`src/rtl/dpe_queue.sv`:
```
`timescale 1ns / 1ps
// ----------------------------------------------------------------------------
// dpe_queue
// Two-entry register queue that decouples producer and consumer.
// ----------------------------------------------------------------------------
module dpe_queue #(
  parameter int unsigned WIDTH = 8
) (
  input  logic             clk_i,
  input  logic             rst_ni,
  input  logic             push_i,
  input  logic [WIDTH-1:0] wdata_i,
  output logic             full_o,
  input  logic             pop_i,
  output logic             empty_o,
  output logic [WIDTH-1:0] rdata_o
);

  logic [WIDTH-1:0] slot_q [2];
  logic       wr_ptr_q, wr_ptr_d;
  logic       rd_ptr_q, rd_ptr_d;
  logic [1:0] cnt_q, cnt_d;
  logic       do_push, do_pop;

  assign full_o  = (cnt_q == 2'd2);
  assign empty_o = (cnt_q == 2'd0);
  assign rdata_o = slot_q[rd_ptr_q];
  assign do_push = push_i && !full_o;
  assign do_pop  = pop_i && !empty_o;

  // pointer and count update
  always_comb begin
    wr_ptr_d = do_push ? !wr_ptr_q : wr_ptr_q;
    rd_ptr_d = do_pop ? !rd_ptr_q : rd_ptr_q;
    cnt_d    = cnt_q + {1'b0, do_push} - {1'b0, do_pop};
  end

  always_ff @(posedge clk_i or negedge rst_ni) begin
    if (!rst_ni) begin
      wr_ptr_q <= 1'b0;
      rd_ptr_q <= 1'b0;
      cnt_q    <= 2'd0;
    end else begin
      wr_ptr_q <= wr_ptr_d;
      rd_ptr_q <= rd_ptr_d;
      cnt_q    <= cnt_d;
    end
  end

  // storage
  always_ff @(posedge clk_i) begin
    if (do_push) begin
      slot_q[wr_ptr_q] <= wdata_i;
    end
  end

endmodule

```
`config.mk`:
```
export PLATFORM = sky130hd
export DESIGN_NAME = dpe_queue
export DESIGN_NICKNAME = d
export VERILOG_FILES = /design/src/rtl/dpe_queue.sv
export SDC_FILE = /design/constraint.sdc
export NUM_CORES = 1
export LEC_CHECK = 0
export ABC_AREA = 1
export BUFFER_PORTS_ARGS = -buffer_cell sky130_fd_sc_hd__buf_4
export CAP_MARGIN = 20
export CORE_MARGIN = 2
export CORE_UTILIZATION = 40
export CTS_BUF_LIST = sky130_fd_sc_hd__clkbuf_4 sky130_fd_sc_hd__clkbuf_8 sky130_fd_sc_hd__clkbuf_16
export CTS_CLUSTER_SIZE = 16
export DETAILED_ROUTE_END_ITERATION = 8
export SLEW_MARGIN = 0
export SYNTH_ARGS = -nofsm -noshare
export SYNTH_HDL_FRONTEND = slang
export SYNTH_SLANG_ARGS = --single-unit
```
`constraint.sdc`:
```
create_clock -name clk_i -period 1.6 [get_ports clk_i]
set_input_delay 0.32 -clock clk_i [delete_from_list [all_inputs] [get_ports clk_i]]
set_output_delay 0.32 -clock clk_i [all_outputs]
set_load 0.02 [all_outputs]
```
# Word-level counts from Yosys, hierarchy flattened
# Memories as Yosys holds them, arrays and structs flattened.
# Index checks and enable logic that the tools add are counted.
# word_totals
register_bits	4
ramBits	16
in_bits	12
output_inout_bits	10
word_cells	16
mem_count	1
# mem_list
name	depth	width	rd	rd_ports_with_merged_regs	wr	line	rtl
slot_q	2	8	1	0	1	19	logic [WIDTH-1:0] slot_q [2];
# classes
addsub	2
eq_ne	1
mux	2
reduce_logical	7
# ops
operator	count
zero test 1 bit	4
adder 2 x 1 -> 2 bit	1
equality test 2 bit (second input constant)	1
logical AND 1 bit	2
zero test 2 bit	1
two-way mux 1 bit	2
subtractor 2 x 1 -> 2 bit	1

# Depth between registers and ports, before layout
# depth
word_depth	5
ltp_mapped	10
depth_no_buf	10

# Worst setup path before layout
# Ideal clock, no wire load.
# synth_timing
path_kind	reg2reg
from	register cnt_q[1]
to	register cnt_q[1]
setup_ps	116
arrival_time_ps	1185
t_required_ps	1484
slack_ps	298
path_stages_with_launch	10
n_path_buf	0
period_less_slack_ps	1302
path_cell_list	dfrtp_1 > inv_1 > nand2_2 > nand2_1 > inv_1 > ha_1 > inv_1 > ha_1 > nand3_1 > nand2_1
# synth_via
elab_cells_between_ends	8
cone_classes	2 x add/sub; 1 x eq/ne; 5 x reduce/logical
# synth_lines
element	line	rtl
start: declaration	22	logic [1:0] cnt_q, cnt_d;
start signal: assignment	46	cnt_q <= cnt_d;
zero test 2 bit	26	assign empty_o = (cnt_q == 2'd0);
zero test 1 bit	29	assign do_pop = pop_i && !empty_o;
logical AND 1 bit	29	
named net do_pop	23	logic do_push, do_pop;
subtractor 2 x 1 -> 2 bit	35	cnt_d = cnt_q + {1'b0, do_push} - {1'b0, do_pop};
named net cnt_d[1]	22	
# The timed path passes the listed nets, and every way through them passes these cells.
# A chain may end at the register's enable or synchronous reset.

# Worst setup path after layout
# layout_timing
from	register rd_ptr_q
to	output rdata_o[5]
# layout_via
elab_chain_len	1
# layout_lines
element	line	rtl
start: declaration	21	logic rd_ptr_q, rd_ptr_d;
start signal: assignment	45	rd_ptr_q <= rd_ptr_d;
memory read (2 x 8 bit)	n/a	
end: declaration	16	output logic [WIDTH-1:0] rdata_o
# No other way between the ends.

==> impl_metrics.json <==
{
  "yosysUniqueCellTypes": 12,
  "insertion_delay_ns": 0.29,
  "ios": 22,
  "wl_met1_um": 632,
  "dp_slack_ns": 0.235,
  "slew_headroom_pct": 77.5,
  "postRouteAntennaNets": 0,
  "crit_chain": "buf_4, nand2_1, nand2_1, buf_4",
  "netlist_area_um2": 831,
  "wl_met3_um": 63,
  "setup_tns_ns": 0,
  "synthAdderAreaFrac_pct": 3.01,
  "final_cell_mix": "35 x nand2_1, 23 x buf_4, 16 x edfxtp_1",
  "power_density_nw_per_um2": 1800,
  "drc_errors": 0,
  "final_cells": 130,
  "grt_max_degree": 12,
  "critPathLaunchType": "flip-flop",
  "synthCells": 75,
  "core_area_um2": 1960,
  "start_util_pct": 42.3,
  "placed_area_um2": 1030,
  "power_mw": 1.94,
  "tightest_slew_ns": 0.337,
  "highest_layer": "met4",
  "drv_cap": 0,
  "clock-sinks": 20,
  "postLayoutCellArea_um2": 1080,
  "dr_wl_met2_um": 696,
  "critPathTopFamily": "flip-flops",
  "root_buffer": "clkbuf_4",
  "synth.avg_cell_area_um2": 11.1,
  "routed_wl_mm": 1.42,
  "whs_ns": 0.207,
  "vias_per_cell": 4.40,
  "min_period_ns": 1.51,
  "clk_pin_slew_ns": 0.10,
  "path_buf_inv": 2,
  "report.final.setup_viol": 0,
  "grt_pass1_vias": 473,
  "synthMuxAreaShare_pct": 0,
  "rsz0062_at_grt": "false",
  "fmax_mhz": 661,
  "antenna_found_initial": 0,
  "seq_area_frac_synth_pct": 69.9,
  "synth_xor_xnor_area_share_pct": 0,
  "power_leakage_nw": 0.530,
  "synth_top_family_by_area": "simple AND/OR/NAND/NOR gates",
  "grt_overflow": 0,
  "finalWorstSetupSlack_ns": 0.0879,
  "finalMaxSlewViolations": 0,
  "dr.pass1.iters": 4,
  "initialDrtViolationCount": 7,
  "dp_hpwl_um": 993,
  "diodes": 0,
  "port_buffers": 21,
  "cts_tree": "built",
  "synth_compound_area_share_pct": 0,
  "worst_ep_arrival_time_ns": 1.19,
  "hold_viol": 0,
  "ys.warnings.count": 0,
  "cts_made_buffers": 3,
  "synth.net_count": 89,
  "hold_path_class": "input pin to flip-flop",
  "status": "complete, no violations",
  "clockBufferDepth": 2,
  "layout_commonest_cell": "nand2_1",
  "layout_worst_path_cycle_share_pct": 94.5,
  "grt_pass1_wl_mm": 2.26,
  "fin_skew_ns": 0.00341,
  "gp_congestion": 0.731,
  "area_growth_pct": 29.8,
  "final_util_pct": 55.0,
  "die_height_um": 49.6,
  "synth-simple-area-share_pct": 20.2,
  "crit_type": "flip-flop to output pin",
  "critPathMaxStageDelay_ns": 0.49,
  "h-tree-depth": 1,
  "worst_ir_drop_vdd_mv": 0.949,
  "dp_cells": 124,
  "drive_above_1_share_pct": 33.0,
  "grt_use_total_pct": 12.9,
  "die_w_um": 49.6,
  "r2r_slack_ns": 0.22,
  "cp_max_fo": 6,
  "ys_ff_latch": 20,
  "crit_slowest_cell": "dfrtp_2",
  "cp-end-kind": "output pin",
  "fin_nets": 118,
  "avgRoutedWirePerCell_um": 10.9,
  "crit_required_ns": 1.28,
  "vias": 572,
  "rows": 16,
  "die-area_um2": 2460
}
==> area by class of cell <==
| cell class | instances | area [um^2] |
|---|---|---|
| Clock buffer | 4 | 30.0 |
| Inverter | 11 | 46.3 |
| Timing Repair Buffer | 25 | 194 |
| Multi-Input combinational cell | 43 | 193 |
| Tap cell | 27 | 33.8 |
| Fill cell | 195 | 883 |
| Sequential cell | 20 | 582 |
==> final timing paths <==
kind / depth (start not counted) / to / start
max: 4 / rdata_o[5] / rd_ptr_q$_DFFE_PN0P_
min: 1 / slot_q[0][5]$_DFFE_PP_ / wdata_i[5]
max reg2reg: 10 / cnt_q[1]$_DFF_PN0_ / cnt_q[1]$_DFF_PN0_
min reg2reg: 2 / wr_ptr_q$_DFFE_PN0P_ / wr_ptr_q$_DFFE_PN0P_
max in group asynchronous: 2 / rd_ptr_q$_DFFE_PN0P_ / rst_ni
min in group asynchronous: 2 / rd_ptr_q$_DFFE_PN0P_ / rst_ni
==> kinds of logic (layout without fill, tap and decap cells) <==
group | after synthesis | in the layout
fa+ha+maj | 2 | 2
buf+inv | 12 | 40
flops | 20 | 20
simple gates | 41 | 41
==> cell usage after synthesis (all sizes together) <==
library cell	instances	area, um^2
nand2	37	144
ha	2	25.0
edfxtp	16	480
nor2	1	3.75
buf	1	11.3
dfrtp	4	100
clkinv	1	8.76
nand3	3	20.0
inv	10	37.5
==> power by group <==
group	total (mW)	internal, mW	switching (mW)
Sequential	0.806	0.726	0.0798
Clock	0.253	0.114	0.139
Combinational	0.883	0.360	0.523
==> registers in the layout, summed over array words and instances (netlist names) <==
| register | count |
|---|---|
| slot_q | 16 |
| wr_ptr_q | 1 |
| rd_ptr_q | 1 |
| cnt_q | 2 |
==> what timing repair did <==
action	in CTS	in global routing
setup endpoints to repair	4	2
endpoints found under the hold margin	4	0
hold buffers	1	0
gates resized for setup	1	1
buffers inserted	0	1
==> per-layer routing <==
metal | vias up | track usage (%)
li1 | 293 | -
met1 | 264 | 19.4
met2 | 13 | 16.2
met3 | 2 | 2.42
met4 | 0 | 9.72
met5 | - | 0
No activity file was read; power rests on OpenSTA's default activity.
