<file path="config.mk">
export PLATFORM = sky130hd
export DESIGN_NAME = dpe_front
export DESIGN_NICKNAME = d
export VERILOG_FILES = /design/src/rtl/dpe_pkg.sv /design/src/rtl/dpe_queue.sv /design/src/rtl/dpe_front.sv
export SDC_FILE = /design/constraint.sdc
export NUM_CORES = 1
export LEC_CHECK = 0
export BUFFER_PORTS_ARGS = -buffer_cell sky130_fd_sc_hd__buf_2
export CORE_UTILIZATION = 52
export DETAILED_ROUTE_END_ITERATION = 7
export PLACE_DENSITY_LB_ADDON = 0.1
export SLEW_MARGIN = 20
export SYNTH_ARGS = -nofsm -noshare
export SYNTH_HDL_FRONTEND = slang
export SYNTH_SLANG_ARGS = --single-unit
</file>
<file path="constraint.sdc">
create_clock -name clk_i -period 8.25 [get_ports clk_i]
set_input_delay 1.65 -clock clk_i [delete_from_list [all_inputs] [get_ports clk_i]]
set_output_delay 1.65 -clock clk_i [all_outputs]
set_load 0.02 [all_outputs]
</file>
<file path="src/rtl/dpe_pkg.sv">
`timescale 1ns / 1ps
// ----------------------------------------------------------------------------
// dpe_pkg
// Shared types and constants of the position engine.
// ----------------------------------------------------------------------------
package dpe_pkg;

  localparam int unsigned STACK_DEPTH_DEF = 64;
  localparam int unsigned KIND_W = 5;
  localparam int unsigned WORD_W = 32;
  localparam int unsigned CODE_W = 16;

  // configuration register indexes
  localparam logic [1:0] CFG_START_PAGE = 2'd0;
  localparam logic [1:0] CFG_END_PAGE   = 2'd1;
  localparam logic [1:0] CFG_PARITY     = 2'd2;

  // page selection codes
  localparam logic [1:0] PAR_EVEN = 2'd1;
  localparam logic [1:0] PAR_ODD  = 2'd2;

  // result event codes
  localparam logic [1:0] EV_NONE  = 2'd0;
  localparam logic [1:0] EV_CHAR  = 2'd1;
  localparam logic [1:0] EV_RECT  = 2'd2;
  localparam logic [1:0] EV_FLUSH = 2'd3;

  typedef enum logic [4:0] {
    OP_BOP     = 5'd0,
    OP_EOP     = 5'd1,
    OP_SETCHAR = 5'd2,
    OP_PUTCHAR = 5'd3,
    OP_SETRULE = 5'd4,
    OP_PUTRULE = 5'd5,
    OP_RIGHT   = 5'd6,
    OP_DOWN    = 5'd7,
    OP_W0      = 5'd8,
    OP_W       = 5'd9,
    OP_X0      = 5'd10,
    OP_X       = 5'd11,
    OP_Y0      = 5'd12,
    OP_Y       = 5'd13,
    OP_Z0      = 5'd14,
    OP_Z       = 5'd15,
    OP_PUSH    = 5'd16,
    OP_POP     = 5'd17,
    OP_DIR     = 5'd18,
    OP_NOP     = 5'd19
  } op_e;

  typedef struct packed {
    logic [KIND_W-1:0]        kind;
    logic signed [WORD_W-1:0] value;
    logic signed [WORD_W-1:0] rule_height;
    logic [CODE_W-1:0]        char_code;
    logic signed [WORD_W-1:0] char_advance;
  } in_item_t;

  typedef struct packed {
    logic [1:0]               event_res;
    logic signed [WORD_W-1:0] pos_h;
    logic signed [WORD_W-1:0] pos_v;
    logic signed [WORD_W-1:0] rect_width;
    logic signed [WORD_W-1:0] rect_height;
    logic [CODE_W-1:0]        glyph;
    logic                     printing;
    logic                     stack_error;
  } out_item_t;

  // classified command handed from front to back
  typedef struct packed {
    op_e                      op;
    logic [WORD_W-1:0]        value;
    logic [WORD_W-1:0]        rule_height;
    logic [CODE_W-1:0]        char_code;
    logic [WORD_W-1:0]        char_advance;
  } cmd_t;

  // one saved stack frame
  typedef struct packed {
    logic [WORD_W-1:0] h;
    logic [WORD_W-1:0] v;
    logic [WORD_W-1:0] w;
    logic [WORD_W-1:0] x;
    logic [WORD_W-1:0] y;
    logic [WORD_W-1:0] z;
    logic              dir;
  } frame_t;

  typedef struct packed {
    logic              we;
    logic [1:0]        idx;
    logic [WORD_W-1:0] data;
  } cfg_t;

  typedef struct packed {
    logic fire;
    logic stack_op;
    logic stack_err;
    logic sp_over;
  } back_status_t;

endpackage

</file>
<file path="src/rtl/dpe_queue.sv">
`timescale 1ns / 1ps
// ----------------------------------------------------------------------------
// dpe_queue
// Two-entry register queue that decouples producer and consumer.
// ----------------------------------------------------------------------------
module dpe_queue #(
  parameter int unsigned WIDTH = 8
) (
  input  logic             clk_i,
  input  logic             rst_ni,
  input  logic             push_i,
  input  logic [WIDTH-1:0] wdata_i,
  output logic             full_o,
  input  logic             pop_i,
  output logic             empty_o,
  output logic [WIDTH-1:0] rdata_o
);

  logic [WIDTH-1:0] slot_q [2];
  logic       wr_ptr_q, wr_ptr_d;
  logic       rd_ptr_q, rd_ptr_d;
  logic [1:0] cnt_q, cnt_d;
  logic       do_push, do_pop;

  assign full_o  = (cnt_q == 2'd2);
  assign empty_o = (cnt_q == 2'd0);
  assign rdata_o = slot_q[rd_ptr_q];
  assign do_push = push_i && !full_o;
  assign do_pop  = pop_i && !empty_o;

  // pointer and count update
  always_comb begin
    wr_ptr_d = do_push ? !wr_ptr_q : wr_ptr_q;
    rd_ptr_d = do_pop ? !rd_ptr_q : rd_ptr_q;
    cnt_d    = cnt_q + {1'b0, do_push} - {1'b0, do_pop};
  end

  always_ff @(posedge clk_i or negedge rst_ni) begin
    if (!rst_ni) begin
      wr_ptr_q <= 1'b0;
      rd_ptr_q <= 1'b0;
      cnt_q    <= 2'd0;
    end else begin
      wr_ptr_q <= wr_ptr_d;
      rd_ptr_q <= rd_ptr_d;
      cnt_q    <= cnt_d;
    end
  end

  // storage
  always_ff @(posedge clk_i) begin
    if (do_push) begin
      slot_q[wr_ptr_q] <= wdata_i;
    end
  end

endmodule

</file>
<file path="src/rtl/dpe_front.sv">
`timescale 1ns / 1ps
// ----------------------------------------------------------------------------
// dpe_front
// Accepts input transactions, classifies the command kind and queues it.
// ----------------------------------------------------------------------------
module dpe_front (
  input  logic              clk_i,
  input  logic              rst_ni,
  input  logic              push_i,
  input  dpe_pkg::in_item_t in_item_i,
  output logic              full_o,
  input  logic              cmd_pop_i,
  output logic              cmd_valid_o,
  output dpe_pkg::cmd_t     cmd_o
);

  localparam logic [dpe_pkg::KIND_W-1:0] KindMax = dpe_pkg::OP_DIR;

  dpe_pkg::cmd_t cmd_in;
  logic          q_empty;

  // classify the kind, unknown codes become no-ops
  always_comb begin
    cmd_in.op           = (in_item_i.kind > KindMax) ? dpe_pkg::OP_NOP
                                                     : dpe_pkg::op_e'(in_item_i.kind);
    cmd_in.value        = in_item_i.value;
    cmd_in.rule_height  = in_item_i.rule_height;
    cmd_in.char_code    = in_item_i.char_code;
    cmd_in.char_advance = in_item_i.char_advance;
  end

  dpe_queue #(
    .WIDTH ($bits(dpe_pkg::cmd_t))
  ) u_cmd_queue (
    .clk_i   (clk_i),
    .rst_ni  (rst_ni),
    .push_i  (push_i),
    .wdata_i (cmd_in),
    .full_o  (full_o),
    .pop_i   (cmd_pop_i),
    .empty_o (q_empty),
    .rdata_o (cmd_o)
  );

  assign cmd_valid_o = !q_empty;

endmodule

</file>
# --- Word level (Yosys, flattened, before mapping) ---
# Memory sizes are Yosys's and may differ from the RTL's.
# Cells that the tools add are included.
word_totals:
  register_bits: 4
  mem_bits_rw: 234
  in_bits: 121
  out_inout_bits: 119
  n_memories: 1
classes:
  addsub: 2
  order_cmp: 1
  eq_ne: 1
  n_mux: 3
  reduce_logical: 7
mem_list:
  columns: ["memory", "words", "width", "rd", "rd_ports_with_merged_regs", "write_ports", "line", "text"]
  rows:
  - ["u_cmd_queue.slot_q", 2, 117, 1, 0, 1, "dpe_queue.sv:19", "logic [WIDTH-1:0] slot_q [2];"]
op_table:
  columns: ["op", "n"]
  rows:
  - ["greater-than comparator 5 bit (second input constant)", 1]
  - ["2-to-1 mux 5 bit", 1]
  - ["zero test 1 bit", 4]
  - ["adder 2 x 1 -> 2 bit", 1]
  - ["equality test 2 bit (second input constant)", 1]
  - ["logical AND 1 bit", 2]
  - ["zero test 2 bit", 1]
  - ["2-to-1 mux 1 bit", 2]
  - ["subtractor 2 x 1 -> 2 bit", 1]

# --- Depth between registers and ports, before layout ---
# Gate-level depths: netlist (run 1).
logic_depth:
  ltp_word: 5
  mapped_depth: 7
  ltp_nobuf: 7

# --- Hierarchy ---
# From an unflattened synthesis (run 1), not the netlist that was laid out.
hier_totals:
  cells_unflattened: 389
  area_unflattened_um2: 8744.6
by_module_without_submodules:
  columns: ["module", "n_inst", "cells_each", "area_per_inst_um2", "seq_area_each_um2"]
  rows:
  - ["dpe_queue", 1, 382, 8707.1, 7126.8]
  - ["dpe_front", 1, 7, 37.5, 0.0]

# --- Least setup slack after synthesis (run 1) ---
# No wires, ideal clock.
synth_path:
  kind: "input -> register"
  startpoint: "input port push_i"
  endpoint: "memory u_cmd_queue.slot_q[0][0] (netlist bit), enable pin"
  setup_time_ns: 0.594
  arrival_time_ns: 6.603
  setup_slack_ns: 1.053
  stages: 2
  cell_sequence: "nand2_1 nor2_1"
synth_between:
  elab_chain_cells: 3
synth_rtl:
  columns: ["item", "line", "text"]
  rows:
  - ["start: declaration", "dpe_front.sv:9", "input logic push_i,"]
  - ["logical AND 1 bit", "dpe_queue.sv:28", "assign do_push = push_i && !full_o;"]
  - ["2-to-1 mux 1 bit", "dpe_queue.sv:52", "if (do_push) begin"]
  - ["2-to-1 mux 1 bit (implied by the code)", "dpe_queue.sv:53", "slot_q[wr_ptr_q] <= wdata_i;"]
  - ["end: declaration", "dpe_queue.sv:19", null]
# No other way between the ends.

==> report_table.html, run 1 <==
<table>
<tr><th>Metric</th><th>Value</th></tr>
<tr><th colspan="2">Status</th></tr>
<tr><td>Run status</td><td>finished, final reports clean</td></tr>
<tr><th colspan="2">Synth</th></tr>
<tr><td>Post-Synthesis Cells</td><td>390</td></tr>
<tr><td>Distinct cells, synth</td><td>19</td></tr>
<tr><td>Mapped Area</td><td>0.008751 mm^2</td></tr>
<tr><td>Mean instance size in the synthesized netlist</td><td>22.44 um^2</td></tr>
<tr><td>Synthesized flop and latch total</td><td>238</td></tr>
<tr><td>Number of warning messages in the yosys log</td><td>0</td></tr>
<tr><td>Post-Syn Nets</td><td>513</td></tr>
<tr><td>Sequential share of the synthesized area</td><td>81.44%</td></tr>
<tr><th colspan="2">STA</th></tr>
<tr><td>Final setup violation count</td><td>0</td></tr>
<tr><td>Worst clock skew on the final layout</td><td>0.005817 ns</td></tr>
<tr><td>Final critical delay including setup and external delays</td><td>4.534 ns</td></tr>
<tr><td>Max Transition Viols Final</td><td>0</td></tr>
<tr><td>Worst slew slack as a fraction of its limit</td><td>31.66%</td></tr>
<tr><td>Maximum clock frequency</td><td>220.5 MHz</td></tr>
<tr><td>Number of failing hold endpoints at the final stage</td><td>0</td></tr>
<tr><td>Post-route fraction of the period consumed by the critical path</td><td>54.96%</td></tr>
<tr><td>Aggregate negative setup slack</td><td>0 ns</td></tr>
<tr><td>Unrepaired setup endpoints after global routing</td><td>no</td></tr>
<tr><td>Worst-Margin Slew</td><td>1.025 ns</td></tr>
<tr><th colspan="2">Floorplan</th></tr>
<tr><td>Initial core utilization</td><td>52.96%</td></tr>
<tr><td>Core Box Area</td><td>0.01652 mm^2</td></tr>
<tr><td>Vertical die dimension</td><td>131.7 um</td></tr>
<tr><td>Die width</td><td>131.7 um</td></tr>
<tr><td>Placement row count</td><td>47</td></tr>
<tr><td>Boundary pin count</td><td>240</td></tr>
<tr><td>Die area</td><td>0.01735 mm^2</td></tr>
<tr><th colspan="2">Finish</th></tr>
<tr><td>Register cell area after layout</td><td>0.007131 mm^2</td></tr>
<tr><td>Share of cells above drive strength 1</td><td>59.28%</td></tr>
<tr><td>Multi-input gate area in the final layout</td><td>0.001528 mm^2</td></tr>
<tr><td>Fill count</td><td>1,151</td></tr>
<tr><td>Nets</td><td>768</td></tr>
<tr><td>Post-route cell area</td><td>0.01090 mm^2</td></tr>
<tr><td>Finished Layout Cells</td><td>884</td></tr>
<tr><td>Signed area change from the synthesized netlist to the final layout</td><td>24.61%</td></tr>
<tr><th colspan="2">Power and ir drop</th></tr>
<tr><td>Leakage power figure</td><td>4.157 nW</td></tr>
<tr><td>Overall power</td><td>0.004052 W</td></tr>
<tr><td>Highest ir drop seen on vdd</td><td>0.2127 mV</td></tr>
<tr><td>Pwr dens</td><td>371.6 mW/mm^2</td></tr>
<tr><th colspan="2">Setup path</th></tr>
<tr><td>Launch point of the worst reg-to-reg path</td><td>u_cmd_queue.cnt_q[1]</td></tr>
<tr><td>Critical path type</td><td>flip-flop to output pin</td></tr>
<tr><td>Crit path cell chain</td><td>buf_4 -&gt; mux2_2 -&gt; buf_2</td></tr>
<tr><td>Maximum single-stage delay on the critical path</td><td>0.89 ns</td></tr>
<tr><td>Critical Path Start Type</td><td>flip-flop</td></tr>
<tr><td>Critical path depth</td><td>3</td></tr>
<tr><td>WP data required</td><td>6.60 ns</td></tr>
<tr><td>Critical path destination</td><td>cmd_o[10]</td></tr>
<tr><td>Critical path endpoint category</td><td>output pin</td></tr>
<tr><td>CP arrival</td><td>2.88 ns</td></tr>
<tr><td>Cell type of the slowest stage on the worst timing path</td><td>sky130_fd_sc_hd__dfrtp_4</td></tr>
<tr><td>Top Family by Delay on Critical Path</td><td>buffers and inverters</td></tr>
<tr><td>Setup crit start</td><td>u_cmd_queue.rd_ptr_q</td></tr>
<tr><td>CP max FO</td><td>72</td></tr>
<tr><td>Count of buffering cells on the critical path with inverters included</td><td>2</td></tr>
<tr><td>Path depth of the worst reg2reg path</td><td>3</td></tr>
<tr><td>End of the worst register-to-register path</td><td>u_cmd_queue.slot_q[1][33]</td></tr>
<tr><td>Register-to-register path setup slack</td><td>5.78 ns</td></tr>
<tr><th colspan="2">Clock network</th></tr>
<tr><td>Clock latency on the worst-skew pair</td><td>0.50 ns</td></tr>
<tr><td>Clock tree root driver cell</td><td>sky130_fd_sc_hd__clkbuf_16</td></tr>
<tr><td>Hold buffers post-CTS</td><td>0</td></tr>
<tr><td>Setup bufs post-CTS</td><td>0</td></tr>
<tr><td>Level count of the clock H-tree</td><td>1</td></tr>
<tr><td>CTS Sinks</td><td>238</td></tr>
<tr><td>Resized Gates After CTS</td><td>0</td></tr>
<tr><td>Inserted Clock Buffers</td><td>24</td></tr>
<tr><td>Clock-pin slew of the registers on the worst-case setup and hold paths</td><td>0.06 ns</td></tr>
<tr><td>Maximum clock insertion buffer count</td><td>3</td></tr>
<tr><td>Clock tree from TritonCTS</td><td>built</td></tr>
<tr><th colspan="2">GRT</th></tr>
<tr><td>Total global routing track utilization</td><td>18.01%</td></tr>
<tr><td>Global-route congestion overflow total</td><td>0</td></tr>
<tr><td>Vias in the first global route</td><td>4,695</td></tr>
<tr><td>Maximum number of pins on one net before global-route repair</td><td>78</td></tr>
<tr><td>Initial antenna violation count</td><td>2</td></tr>
<tr><td>Global-route wire length before repair</td><td>24,030 um</td></tr>
<tr><th colspan="2">Routing</th></tr>
<tr><td>Post-DRT Antenna Nets</td><td>0</td></tr>
<tr><td>Average wire per cell in the routed design</td><td>17.94 um</td></tr>
<tr><td>Detailed Routing Iterations Pass 1</td><td>6</td></tr>
<tr><td>1st-iter DRT viols</td><td>211</td></tr>
<tr><td>Via density</td><td>4.986</td></tr>
<tr><td>Aggregate routed wire length</td><td>15,860 um</td></tr>
<tr><td>Number of DRC violations after detailed routing</td><td>0</td></tr>
<tr><td>Via Count</td><td>4,408</td></tr>
<tr><th colspan="2">Placement</th></tr>
<tr><td>Sum of net half-perimeters after detailed placement</td><td>10,390 um</td></tr>
<tr><td>Number of instances in the placed design</td><td>839</td></tr>
<tr><td>Number of port buffers</td><td>239</td></tr>
<tr><td>Post-DP Area</td><td>0.01017 mm^2</td></tr>
<tr><td>Final estimated routing congestion in global placement</td><td>0.7400</td></tr>
<tr><th colspan="2">Hold path</th></tr>
<tr><td>Type of the tightest min-delay check</td><td>flip-flop to flip-flop</td></tr>
<tr><th colspan="2">Flow run</th></tr>
<tr><td>Max-cap check violation count</td><td>0</td></tr>
</table>
==> sequential cells by signal, summed over array words and instances (netlist names) <==
| signal | flops |
|---|---|
| u_cmd_queue.rd_ptr_q | 1 |
| u_cmd_queue.slot_q | 234 |
| u_cmd_queue.cnt_q | 2 |
| u_cmd_queue.wr_ptr_q | 1 |
==> how the worst min path moves through the flow <==
stage                     slack, ns  cells past startpoint                 start                   end
after floorplan                0.46                      1  u_cmd_queue.wr_ptr_q  u_cmd_queue.wr_ptr_q
after global placement         0.54                      1  u_cmd_queue.wr_ptr_q  u_cmd_queue.wr_ptr_q
after detailed placement       0.56                      1  u_cmd_queue.wr_ptr_q  u_cmd_queue.wr_ptr_q
after CTS                      0.57                      1  u_cmd_queue.wr_ptr_q  u_cmd_queue.wr_ptr_q
after global routing           0.60                      1  u_cmd_queue.wr_ptr_q  u_cmd_queue.wr_ptr_q
final                          0.57                      1  u_cmd_queue.wr_ptr_q  u_cmd_queue.wr_ptr_q
==> cell type report <==
class	count	area share, %
Tap cell	220	2.524
Inverter	4	0.1377
Multi-Input combinational cell	134	14.01
Timing Repair Buffer	243	11.25
Antenna cell	1	0.02295
Sequential cell	238	65.39
Clock inverter	11	0.6540
Clock buffer	33	6.013
==> cell usage after synthesis <==
cell / n / area (um^2)
sky130_fd_sc_hd__buf_2: 9 / 45.04
sky130_fd_sc_hd__xor2_1: 1 / 8.760
sky130_fd_sc_hd__dfrtp_1: 4 / 100.1
sky130_fd_sc_hd__nor2b_1: 2 / 12.51
sky130_fd_sc_hd__buf_6: 4 / 45.04
sky130_fd_sc_hd__or2_2: 1 / 6.260
sky130_fd_sc_hd__nand2b_1: 3 / 18.77
sky130_fd_sc_hd__clkbuf_1: 1 / 3.750
sky130_fd_sc_hd__xnor2_1: 3 / 26.28
sky130_fd_sc_hd__and3_1: 1 / 6.260
sky130_fd_sc_hd__o21ai_0: 1 / 5.000
sky130_fd_sc_hd__and2_1: 1 / 6.260
sky130_fd_sc_hd__ha_1: 2 / 25.02
sky130_fd_sc_hd__edfxtp_1: 234 / 7027
sky130_fd_sc_hd__nand2_1: 1 / 3.750
sky130_fd_sc_hd__mux2_4: 20 / 300.3
sky130_fd_sc_hd__inv_1: 4 / 15.01
sky130_fd_sc_hd__mux2_2: 97 / 1092
sky130_fd_sc_hd__nor2_1: 1 / 3.750
==> per-stage QoR <==
stage          hold slack [ns]  setup WS, ns  utilization [%]
3_5_place_dp            0.5612         4.185            61.57
3_3_place_gp            0.5374         4.191            61.57
4_1_cts                 0.5730         3.633            65.97
2_1_floorplan           0.4604         1.053                -
6_report                0.5667         3.716            65.99
5_1_grt                 0.5967         3.536            65.99
==> report_power, final <==
| part | internal (W) | switching, W |
|---|---|---|
| clock | 0.000584 | 0.000410 |
| sequential | 0.00166 | 0.000116 |
| combinational | 0.000522 | 0.000761 |
==> kinds of logic (layout without fill, tap and decap cells) <==
kind of cell	after synthesis	after routing	synth area share, %
DFF	238	238	81.44
muxes	117	117	15.91
buffers and inverters	18	291	1.244
and+or+nand+nor	10	10	0.6578
xor gates and xnor gates	4	4	0.4004
adders and majority gates	2	2	0.2859
AOI/OAI and AO/OA	1	1	0.05714
other	0	1	0
==> cell usage in the layout, fill, tap and decap left out, types with 2 or more instances in the layout <==
cell type	Yosys	layout
sky130_fd_sc_hd__buf_2	9	239
sky130_fd_sc_hd__edfxtp_1	234	234
sky130_fd_sc_hd__mux2_2	97	97
sky130_fd_sc_hd__clkbuf_16	0	25
sky130_fd_sc_hd__mux2_4	20	20
sky130_fd_sc_hd__clkbuf_1	1	8
sky130_fd_sc_hd__clkinv_1	0	7
sky130_fd_sc_hd__inv_1	4	4
sky130_fd_sc_hd__buf_4	0	4
sky130_fd_sc_hd__nand2b_1	3	3
sky130_fd_sc_hd__xnor2_1	3	3
sky130_fd_sc_hd__clkinv_2	0	3
sky130_fd_sc_hd__dfrtp_1	4	3
sky130_fd_sc_hd__nor2b_1	2	2
sky130_fd_sc_hd__ha_1	2	2
==> metal layers <==
layer,track usage (%),up-vias,routed length (um)
met1,20.98,2147,6166
met2,30.72,174,7925
li1,-,2048,-
met3,5.826,37,1284
met4,7.623,2,469
met5,0,-,10
Note: power is estimated with default switching activity, not from simulation.
==> inputs of run 2 (changes only) <==
--- a/config.mk
+++ b/config.mk
@@ -6,7 +6,7 @@
 export NUM_CORES = 1
 export LEC_CHECK = 0
 export BUFFER_PORTS_ARGS = -buffer_cell sky130_fd_sc_hd__buf_2
-export CORE_UTILIZATION = 52
+export CORE_UTILIZATION = 47
 export DETAILED_ROUTE_END_ITERATION = 7
 export PLACE_DENSITY_LB_ADDON = 0.1
 export SLEW_MARGIN = 20
==> constraint.sdc (replaced) <==
create_clock -name clk_i -period 3.9 [get_ports clk_i]
set_input_delay 0.78 -clock clk_i [delete_from_list [all_inputs] [get_ports clk_i]]
set_output_delay 0.78 -clock clk_i [all_outputs]
set_load 0.02 [all_outputs]
==> report_table.html, run 2 (synthesis gave the netlist of run 1 again) <==
<table>
<tr><th>Metric</th><th>Value</th></tr>
<tr><th colspan="2">Power and ir drop</th></tr>
<tr><td>Highest ir drop seen on vdd</td><td>0.4921 mV (+130%)</td></tr>
<tr><td>Pwr dens</td><td>795.1 mW/mm^2 (+110%)</td></tr>
<tr><td>Overall power</td><td>0.008763 W (+120%)</td></tr>
<tr><td>Leakage power figure</td><td>4.204 nW (+1.1%)</td></tr>
<tr><th colspan="2">STA</th></tr>
<tr><td>Number of failing hold endpoints at the final stage</td><td>0 (unchanged)</td></tr>
<tr><td>Max Transition Viols Final</td><td>0 (unchanged)</td></tr>
<tr><td>Worst-Margin Slew</td><td>0.9721 ns (-0.05294 ns)</td></tr>
<tr><td>Final setup violation count</td><td>0 (unchanged)</td></tr>
<tr><td>Final critical delay including setup and external delays</td><td>2.811 ns</td></tr>
<tr><td>Post-route fraction of the period consumed by the critical path</td><td>72.09%</td></tr>
<tr><td>Worst slew slack as a fraction of its limit</td><td>35.19% (+3.5 points)</td></tr>
<tr><td>Aggregate negative setup slack</td><td>0 ns (unchanged)</td></tr>
<tr><td>Unrepaired setup endpoints after global routing</td><td>no</td></tr>
<tr><td>Worst clock skew on the final layout</td><td>0.02491 ns (+0.01909 ns)</td></tr>
<tr><td>Maximum clock frequency</td><td>355.7 MHz</td></tr>
<tr><th colspan="2">GRT</th></tr>
<tr><td>Initial antenna violation count</td><td>3 (+1)</td></tr>
<tr><td>Maximum number of pins on one net before global-route repair</td><td>74 (-5.1%)</td></tr>
<tr><td>Total global routing track utilization</td><td>16.33% (-1.7 points)</td></tr>
<tr><td>Vias in the first global route</td><td>4,677 (-0.38%)</td></tr>
<tr><td>Global-route congestion overflow total</td><td>0 (unchanged)</td></tr>
<tr><td>Global-route wire length before repair</td><td>24,430 um (+1.6%)</td></tr>
<tr><th colspan="2">Clock network</th></tr>
<tr><td>Setup bufs post-CTS</td><td>0 (unchanged)</td></tr>
<tr><td>CTS Sinks</td><td>238 (unchanged)</td></tr>
<tr><td>Clock tree from TritonCTS</td><td>built</td></tr>
<tr><td>Resized Gates After CTS</td><td>0 (unchanged)</td></tr>
<tr><td>Clock-pin slew of the registers on the worst-case setup and hold paths</td><td>0.06 ns (about the same)</td></tr>
<tr><td>Hold buffers post-CTS</td><td>0 (unchanged)</td></tr>
<tr><td>Inserted Clock Buffers</td><td>25 (+4.2%)</td></tr>
<tr><td>Maximum clock insertion buffer count</td><td>3 (unchanged)</td></tr>
<tr><td>Clock latency on the worst-skew pair</td><td>0.51 ns (about the same)</td></tr>
<tr><td>Level count of the clock H-tree</td><td>1 (unchanged)</td></tr>
<tr><td>Clock tree root driver cell</td><td>sky130_fd_sc_hd__clkbuf_16</td></tr>
<tr><th colspan="2">Finish</th></tr>
<tr><td>Share of cells above drive strength 1</td><td>60.39% (+1.1 points)</td></tr>
<tr><td>Signed area change from the synthesized netlist to the final layout</td><td>25.95%</td></tr>
<tr><td>Largest registers</td><td>u_cmd_queue.slot_q x234, u_cmd_queue.cnt_q x2</td></tr>
<tr><td>Most common cell after layout, fill and taps aside</td><td>sky130_fd_sc_hd__buf_2</td></tr>
<tr><td>Nets</td><td>771 (+0.39%)</td></tr>
<tr><td>Leading cell types in the layout, fill and taps excluded</td><td>sky130_fd_sc_hd__buf_2 (239), sky130_fd_sc_hd__edfxtp_1 (234), sky130_fd_sc_hd__mux2_2 (97)</td></tr>
<tr><td>Number of flip-flops in the largest register</td><td>234 (unchanged)</td></tr>
<tr><td>Register ranked first by flip-flop count</td><td>u_cmd_queue.slot_q</td></tr>
<tr><th colspan="2">Setup path</th></tr>
<tr><td>WP data required</td><td>3.12 ns (-3.48 ns)</td></tr>
<tr><td>Crit path cell chain</td><td>buf_4 -&gt; mux2_2 -&gt; buf_2</td></tr>
<tr><td>CP arrival</td><td>2.03 ns (-0.85 ns)</td></tr>
<tr><td>Critical path type</td><td>flip-flop to output pin</td></tr>
<tr><td>Top Family by Delay on Critical Path</td><td>buffers and inverters</td></tr>
<tr><td>Cell type of the slowest stage on the worst timing path</td><td>sky130_fd_sc_hd__buf_4</td></tr>
<tr><td>Maximum single-stage delay on the critical path</td><td>0.50 ns (-0.39 ns)</td></tr>
<tr><td>Critical path endpoint category</td><td>output pin</td></tr>
<tr><td>Count of buffering cells on the critical path with inverters included</td><td>2 (unchanged)</td></tr>
<tr><td>Critical Path Start Type</td><td>flip-flop</td></tr>
<tr><td>CP max FO</td><td>45 (-38%)</td></tr>
<tr><th colspan="2">Floorplan</th></tr>
<tr><td>Vertical die dimension</td><td>138.5 um (+5.1%)</td></tr>
<tr><td>Initial core utilization</td><td>48.38% (-4.6 points)</td></tr>
<tr><td>Die width</td><td>138.5 um (+5.1%)</td></tr>
<tr><td>Boundary pin count</td><td>240 (unchanged)</td></tr>
<tr><td>Placement row count</td><td>49 (+4.3%)</td></tr>
<tr><td>Core Box Area</td><td>0.01809 mm^2 (+9.4%)</td></tr>
<tr><td>Die area</td><td>0.01917 mm^2 (+10%)</td></tr>
<tr><th colspan="2">Routing</th></tr>
<tr><td>Post-DRT Antenna Nets</td><td>0 (unchanged)</td></tr>
<tr><td>1st-iter DRT viols</td><td>235 (+11%)</td></tr>
<tr><td>Via Count</td><td>4,397 (-0.25%)</td></tr>
<tr><td>Average wire per cell in the routed design</td><td>17.51 um (-2.4%)</td></tr>
<tr><td>Via density</td><td>4.918 (-1.4%)</td></tr>
<tr><td>Number of DRC violations after detailed routing</td><td>30 (+30)</td></tr>
<tr><td>Aggregate routed wire length</td><td>15,650 um (-1.3%)</td></tr>
<tr><td>Detailed Routing Iterations Pass 1</td><td>6 (unchanged)</td></tr>
<tr><th colspan="2">Placement</th></tr>
<tr><td>Final estimated routing congestion in global placement</td><td>0.7181 (-3.0%)</td></tr>
<tr><td>Sum of net half-perimeters after detailed placement</td><td>10,160 um (-2.3%)</td></tr>
<tr><td>Number of port buffers</td><td>239 (unchanged)</td></tr>
<tr><th colspan="2">Flow run</th></tr>
<tr><td>Max-cap check violation count</td><td>0 (unchanged)</td></tr>
<tr><th colspan="2">Hold path</th></tr>
<tr><td>Type of the tightest min-delay check</td><td>input pin to asynchronous set/reset pin</td></tr>
<tr><th colspan="2">Status</th></tr>
<tr><td>Run status</td><td>complete, but fails checks</td></tr>
<tr><td>Failing checks</td><td>design-rule violations</td></tr>
</table>
## run 2: changes by cell type in the layout (fill, tap and decap cells not counted), sizes merged
cell | before | now
clkbuf | 33 | 28
buf | 243 | 245
bufinv | 1 | 3
clkinvlp | 0 | 2
clkinv | 10 | 9
inv | 4 | 5
## run 2: report_power, final
group / switching, W / internal, W
logic: 0.00174 / 0.00113
clock network: 0.000901 / 0.00137
registers: 0.000125 / 0.00350
## run 2: layout make-up
type / count / area [um^2]
clock inverters: 15 / 156.4
multi-input cells: 134 / 1528
diodes: 1 / 2.502
flip-flops and latches: 238 / 7131
inverters: 4 / 15.01
fillers: 1316 / 7064
repair buffers: 245 / 1266
clock buffers: 28 / 636.9
well taps: 229 / 286.5
## run 2: per-stage QoR
step,utilization [%],hold slack [ns],setup slack (ns),area (um^2),instances
final,60.94,0.06045,1.089,11020,894
after global routing,60.94,0.04436,1.001,11020,894
after CTS,60.93,0.04482,1.033,11020,893
after detailed placement,56.54,0.5433,1.514,10230,850
after global placement,56.54,0.5404,1.533,10230,850
after floorplan,-,0.4844,0.8478,8760,390
## run 2: final timing paths
kind                                       from                   endpoint  slack (ns)  cells past startpoint
setup / recovery           u_cmd_queue.rd_ptr_q                  cmd_o[57]        1.09                      3
hold / removal                           rst_ni       u_cmd_queue.wr_ptr_q        0.06                      1
setup reg to reg           u_cmd_queue.cnt_q[1]  u_cmd_queue.slot_q[0][47]        1.88                      4
hold reg to reg            u_cmd_queue.wr_ptr_q       u_cmd_queue.wr_ptr_q        0.55                      1
max in group asynchronous                rst_ni       u_cmd_queue.rd_ptr_q        3.70                      1
min in group clk_i                in_item_i[22]  u_cmd_queue.slot_q[1][22]        0.45                      1
## run 2: layer usage
layer | track usage [%] | share of wire (%)
met3 | 5.785 | 8.6
met2 | 28.61 | 51
met5 | 0 | 0.051
met4 | 5.027 | 1.9
met1 | 18.77 | 39
==> inputs of run 3 (changes only) <==
==> constraint.sdc (replaced) <==
create_clock -name clk_i -period 2.55 [get_ports clk_i]
set_input_delay 0.51 -clock clk_i [delete_from_list [all_inputs] [get_ports clk_i]]
set_output_delay 0.51 -clock clk_i [all_outputs]
set_load 0.02 [all_outputs]
==> report_table.html, run 3 (synthesis gave the netlist of run 1 again) <==
<table>
<tr><th>Metric</th><th>Value</th></tr>
<tr><th colspan="2">Setup path</th></tr>
<tr><td>Register-to-register path setup slack</td><td>0.79 ns (-1.09 ns)</td></tr>
<tr><td>Critical Path Start Type</td><td>flip-flop</td></tr>
<tr><td>Critical path endpoint category</td><td>output pin</td></tr>
<tr><td>WP data required</td><td>2.04 ns (-1.08 ns)</td></tr>
<tr><td>Path depth of the worst reg2reg path</td><td>7 (+3)</td></tr>
<tr><td>CP arrival</td><td>1.96 ns (-0.07 ns)</td></tr>
<tr><td>Maximum single-stage delay on the critical path</td><td>0.43 ns (-0.07 ns)</td></tr>
<tr><td>Cell type of the slowest stage on the worst timing path</td><td>sky130_fd_sc_hd__dfrtp_4</td></tr>
<tr><td>Critical path type</td><td>flip-flop to output pin</td></tr>
<tr><td>Top Family by Delay on Critical Path</td><td>buffers and inverters</td></tr>
<tr><td>Count of buffering cells on the critical path with inverters included</td><td>2 (unchanged)</td></tr>
<tr><td>CP max FO</td><td>88 (+96%)</td></tr>
<tr><td>Launch point of the worst reg-to-reg path</td><td>u_cmd_queue.cnt_q[1]</td></tr>
<tr><td>Crit path cell chain</td><td>buf_16 -&gt; mux2_2 -&gt; buf_2</td></tr>
<tr><td>End of the worst register-to-register path</td><td>u_cmd_queue.cnt_q[1]</td></tr>
<tr><th colspan="2">GRT</th></tr>
<tr><td>Vias in the first global route</td><td>4,681 (+0.086%)</td></tr>
<tr><td>Maximum number of pins on one net before global-route repair</td><td>89 (+20%)</td></tr>
<tr><td>Total global routing track utilization</td><td>16.53% (+0.20 points)</td></tr>
<tr><td>Global-route congestion overflow total</td><td>0 (unchanged)</td></tr>
<tr><td>Global-route wire length before repair</td><td>24,820 um (+1.6%)</td></tr>
<tr><td>Initial antenna violation count</td><td>0 (-3)</td></tr>
<tr><th colspan="2">STA</th></tr>
<tr><td>Unrepaired setup endpoints after global routing</td><td>no</td></tr>
<tr><td>Final setup violation count</td><td>0 (unchanged)</td></tr>
<tr><td>Maximum clock frequency</td><td>404.3 MHz</td></tr>
<tr><td>Number of failing hold endpoints at the final stage</td><td>0 (unchanged)</td></tr>
<tr><td>Worst clock skew on the final layout</td><td>0.004794 ns (-0.02012 ns)</td></tr>
<tr><td>Final critical delay including setup and external delays</td><td>2.474 ns</td></tr>
<tr><td>Aggregate negative setup slack</td><td>0 ns (unchanged)</td></tr>
<tr><td>Min Hold Slack</td><td>0.1963 ns (+0.1358 ns)</td></tr>
<tr><td>Worst-Margin Slew</td><td>0.4979 ns (-0.4742 ns)</td></tr>
<tr><td>Max Transition Viols Final</td><td>0 (unchanged)</td></tr>
<tr><td>Worst slew slack as a fraction of its limit</td><td>66.80% (+32 points)</td></tr>
<tr><td>Post-route fraction of the period consumed by the critical path</td><td>97.00%</td></tr>
<tr><th colspan="2">Routing</th></tr>
<tr><td>Via Count</td><td>4,417 (+0.45%)</td></tr>
<tr><td>Via density</td><td>4.930 (+0.23%)</td></tr>
<tr><td>Detailed Routing Iterations Pass 1</td><td>6 (unchanged)</td></tr>
<tr><td>Post-DRT Antenna Nets</td><td>0 (unchanged)</td></tr>
<tr><td>Average wire per cell in the routed design</td><td>17.66 um (+0.89%)</td></tr>
<tr><td>Number of DRC violations after detailed routing</td><td>29 (-3.3%)</td></tr>
<tr><td>1st-iter DRT viols</td><td>283 (+20%)</td></tr>
<tr><td>Aggregate routed wire length</td><td>15,830 um (+1.1%)</td></tr>
<tr><th colspan="2">Finish</th></tr>
<tr><td>Largest registers</td><td>u_cmd_queue.slot_q x234, u_cmd_queue.cnt_q x2</td></tr>
<tr><td>Antenna diode instance count</td><td>0 (-1)</td></tr>
<tr><td>Register ranked first by flip-flop count</td><td>u_cmd_queue.slot_q</td></tr>
<tr><td>Register cell area after layout</td><td>0.007131 mm^2 (unchanged)</td></tr>
<tr><td>Most common cell after layout, fill and taps aside</td><td>sky130_fd_sc_hd__buf_2</td></tr>
<tr><td>Number of flip-flops in the largest register</td><td>234 (unchanged)</td></tr>
<tr><td>Share of cells above drive strength 1</td><td>59.82% (-0.57 points)</td></tr>
<tr><td>Multi-input gate area in the final layout</td><td>0.001530 mm^2 (+0.16%)</td></tr>
<tr><td>Leading cell types in the layout, fill and taps excluded</td><td>sky130_fd_sc_hd__buf_2 (239), sky130_fd_sc_hd__edfxtp_1 (234), sky130_fd_sc_hd__mux2_2 (97)</td></tr>
<tr><td>Fill count</td><td>1,327 (+0.84%)</td></tr>
<tr><td>Signed area change from the synthesized netlist to the final layout</td><td>26.11%</td></tr>
<tr><td>Nets</td><td>772 (+0.13%)</td></tr>
<tr><th colspan="2">Clock network</th></tr>
<tr><td>CTS Sinks</td><td>238 (unchanged)</td></tr>
<tr><td>Maximum clock insertion buffer count</td><td>3 (unchanged)</td></tr>
<tr><td>Clock tree from TritonCTS</td><td>built</td></tr>
<tr><td>Level count of the clock H-tree</td><td>1 (unchanged)</td></tr>
<tr><td>Clock tree root driver cell</td><td>sky130_fd_sc_hd__clkbuf_16</td></tr>
<tr><td>Inserted Clock Buffers</td><td>25 (unchanged)</td></tr>
<tr><td>Clock latency on the worst-skew pair</td><td>0.50 ns (about the same)</td></tr>
<tr><td>Setup bufs post-CTS</td><td>0 (unchanged)</td></tr>
<tr><td>Clock-pin slew of the registers on the worst-case setup and hold paths</td><td>0.06 ns (about the same)</td></tr>
<tr><th colspan="2">Floorplan</th></tr>
<tr><td>Initial core utilization</td><td>48.38% (unchanged)</td></tr>
<tr><td>Vertical die dimension</td><td>138.5 um (unchanged)</td></tr>
<tr><td>Die area</td><td>0.01917 mm^2 (unchanged)</td></tr>
<tr><td>Die width</td><td>138.5 um (unchanged)</td></tr>
<tr><td>Core Box Area</td><td>0.01809 mm^2 (unchanged)</td></tr>
<tr><td>Boundary pin count</td><td>240 (unchanged)</td></tr>
<tr><td>Placement row count</td><td>49 (unchanged)</td></tr>
<tr><th colspan="2">Hold path</th></tr>
<tr><td>Type of the tightest min-delay check</td><td>input pin to flip-flop</td></tr>
<tr><td>WHS Path Cells</td><td>1</td></tr>
<tr><td>Worst Hold Path EP</td><td>u_cmd_queue.slot_q[1][64]</td></tr>
<tr><td>Worst Min Path Start</td><td>in_item_i[64]</td></tr>
<tr><th colspan="2">Placement</th></tr>
<tr><td>Number of port buffers</td><td>239 (unchanged)</td></tr>
<tr><td>Final estimated routing congestion in global placement</td><td>0.6964 (-3.0%)</td></tr>
<tr><td>Sum of net half-perimeters after detailed placement</td><td>10,250 um (+0.90%)</td></tr>
<tr><th colspan="2">Power and ir drop</th></tr>
<tr><td>Pwr dens</td><td>1205 mW/mm^2 (+51%)</td></tr>
<tr><td>Leakage power figure</td><td>4.208 nW (+0.11%)</td></tr>
<tr><td>Highest ir drop seen on vdd</td><td>0.8742 mV (+78%)</td></tr>
<tr><th colspan="2">Flow run</th></tr>
<tr><td>Max-cap check violation count</td><td>0 (unchanged)</td></tr>
<tr><th colspan="2">Status</th></tr>
<tr><td>Failing checks</td><td>design-rule violations</td></tr>
<tr><td>Run status</td><td>complete, but fails checks</td></tr>
</table>
-- run 3: per-layer routing --
layer,GRT usage [%],part of all wire (%)
met1,20.29,39
met2,28.37,50
met3,5.092,8.5
met4,4.494,1.8
met5,0,0
-- run 3: how the worst max path moves through the flow --
stage | start | end | slack (ns) | cells after the start
after detailed placement | u_cmd_queue.rd_ptr_q | cmd_o[7] | 0.59 | 3
after global placement | u_cmd_queue.rd_ptr_q | cmd_o[7] | 0.59 | 3
after global routing | u_cmd_queue.rd_ptr_q | cmd_o[76] | 0.003 | 3
final | u_cmd_queue.rd_ptr_q | cmd_o[7] | 0.08 | 3
after CTS | u_cmd_queue.rd_ptr_q | cmd_o[7] | 0.05 | 3
after floorplan | u_cmd_queue.cnt_q[1] | u_cmd_queue.slot_q[0][0] | -0.20 | 3
-- run 3: layout make-up --
| type | instances | share of cell area, % |
|---|---|---|
| clock buffers | 35 | 6.190 |
| clock inverters | 10 | 0.6236 |
| inverters | 4 | 0.1361 |
| multi-input cells | 134 | 13.87 |
| flip-flops and latches | 238 | 64.61 |
| well taps | 229 | 2.596 |
| repair buffers | 246 | 11.97 |
-- run 3: timing repair --
item | 4_1_cts | 5_1_grt
hold buffers | 1 | 0
endpoints found under the hold margin | 4 | 0
resized for setup | 0 | 1
setup endpoints to repair | 0 | 1
-- run 3: through the flow --
stage | setup WS (ns) | utilization (%) | power (W) | instances | cell area, um^2
final | 0.07647 | 61.02 | 0.01329 | 896 | 11040
after global routing | 0.002894 | 61.02 | 0.01390 | 896 | 11040
after CTS | 0.04529 | 60.98 | 0.01347 | 896 | 11030
after detailed placement | 0.5854 | 56.76 | 0.01014 | 850 | 10270
after global placement | 0.5944 | 56.76 | 0.01007 | 850 | 10270
after floorplan | -0.2006 | - | 0.008754 | 390 | 8762
-- run 3: worst register-to-register path: stages (launching register included) --
cell                      delay, ns
sky130_fd_sc_hd__dfrtp_1       0.41
sky130_fd_sc_hd__or2_2         0.29
sky130_fd_sc_hd__and2_1        0.19
sky130_fd_sc_hd__ha_1          0.28
sky130_fd_sc_hd__inv_1         0.04
sky130_fd_sc_hd__ha_1          0.17
sky130_fd_sc_hd__xnor2_1       0.18
sky130_fd_sc_hd__xnor2_1       0.14
-- run 3: where the power goes --
part	internal [W]	switching, W	total [W]
combinational	0.00179	0.00266	0.00445
clock	0.00196	0.00134	0.00330
sequential	0.00535	0.000198	0.00555
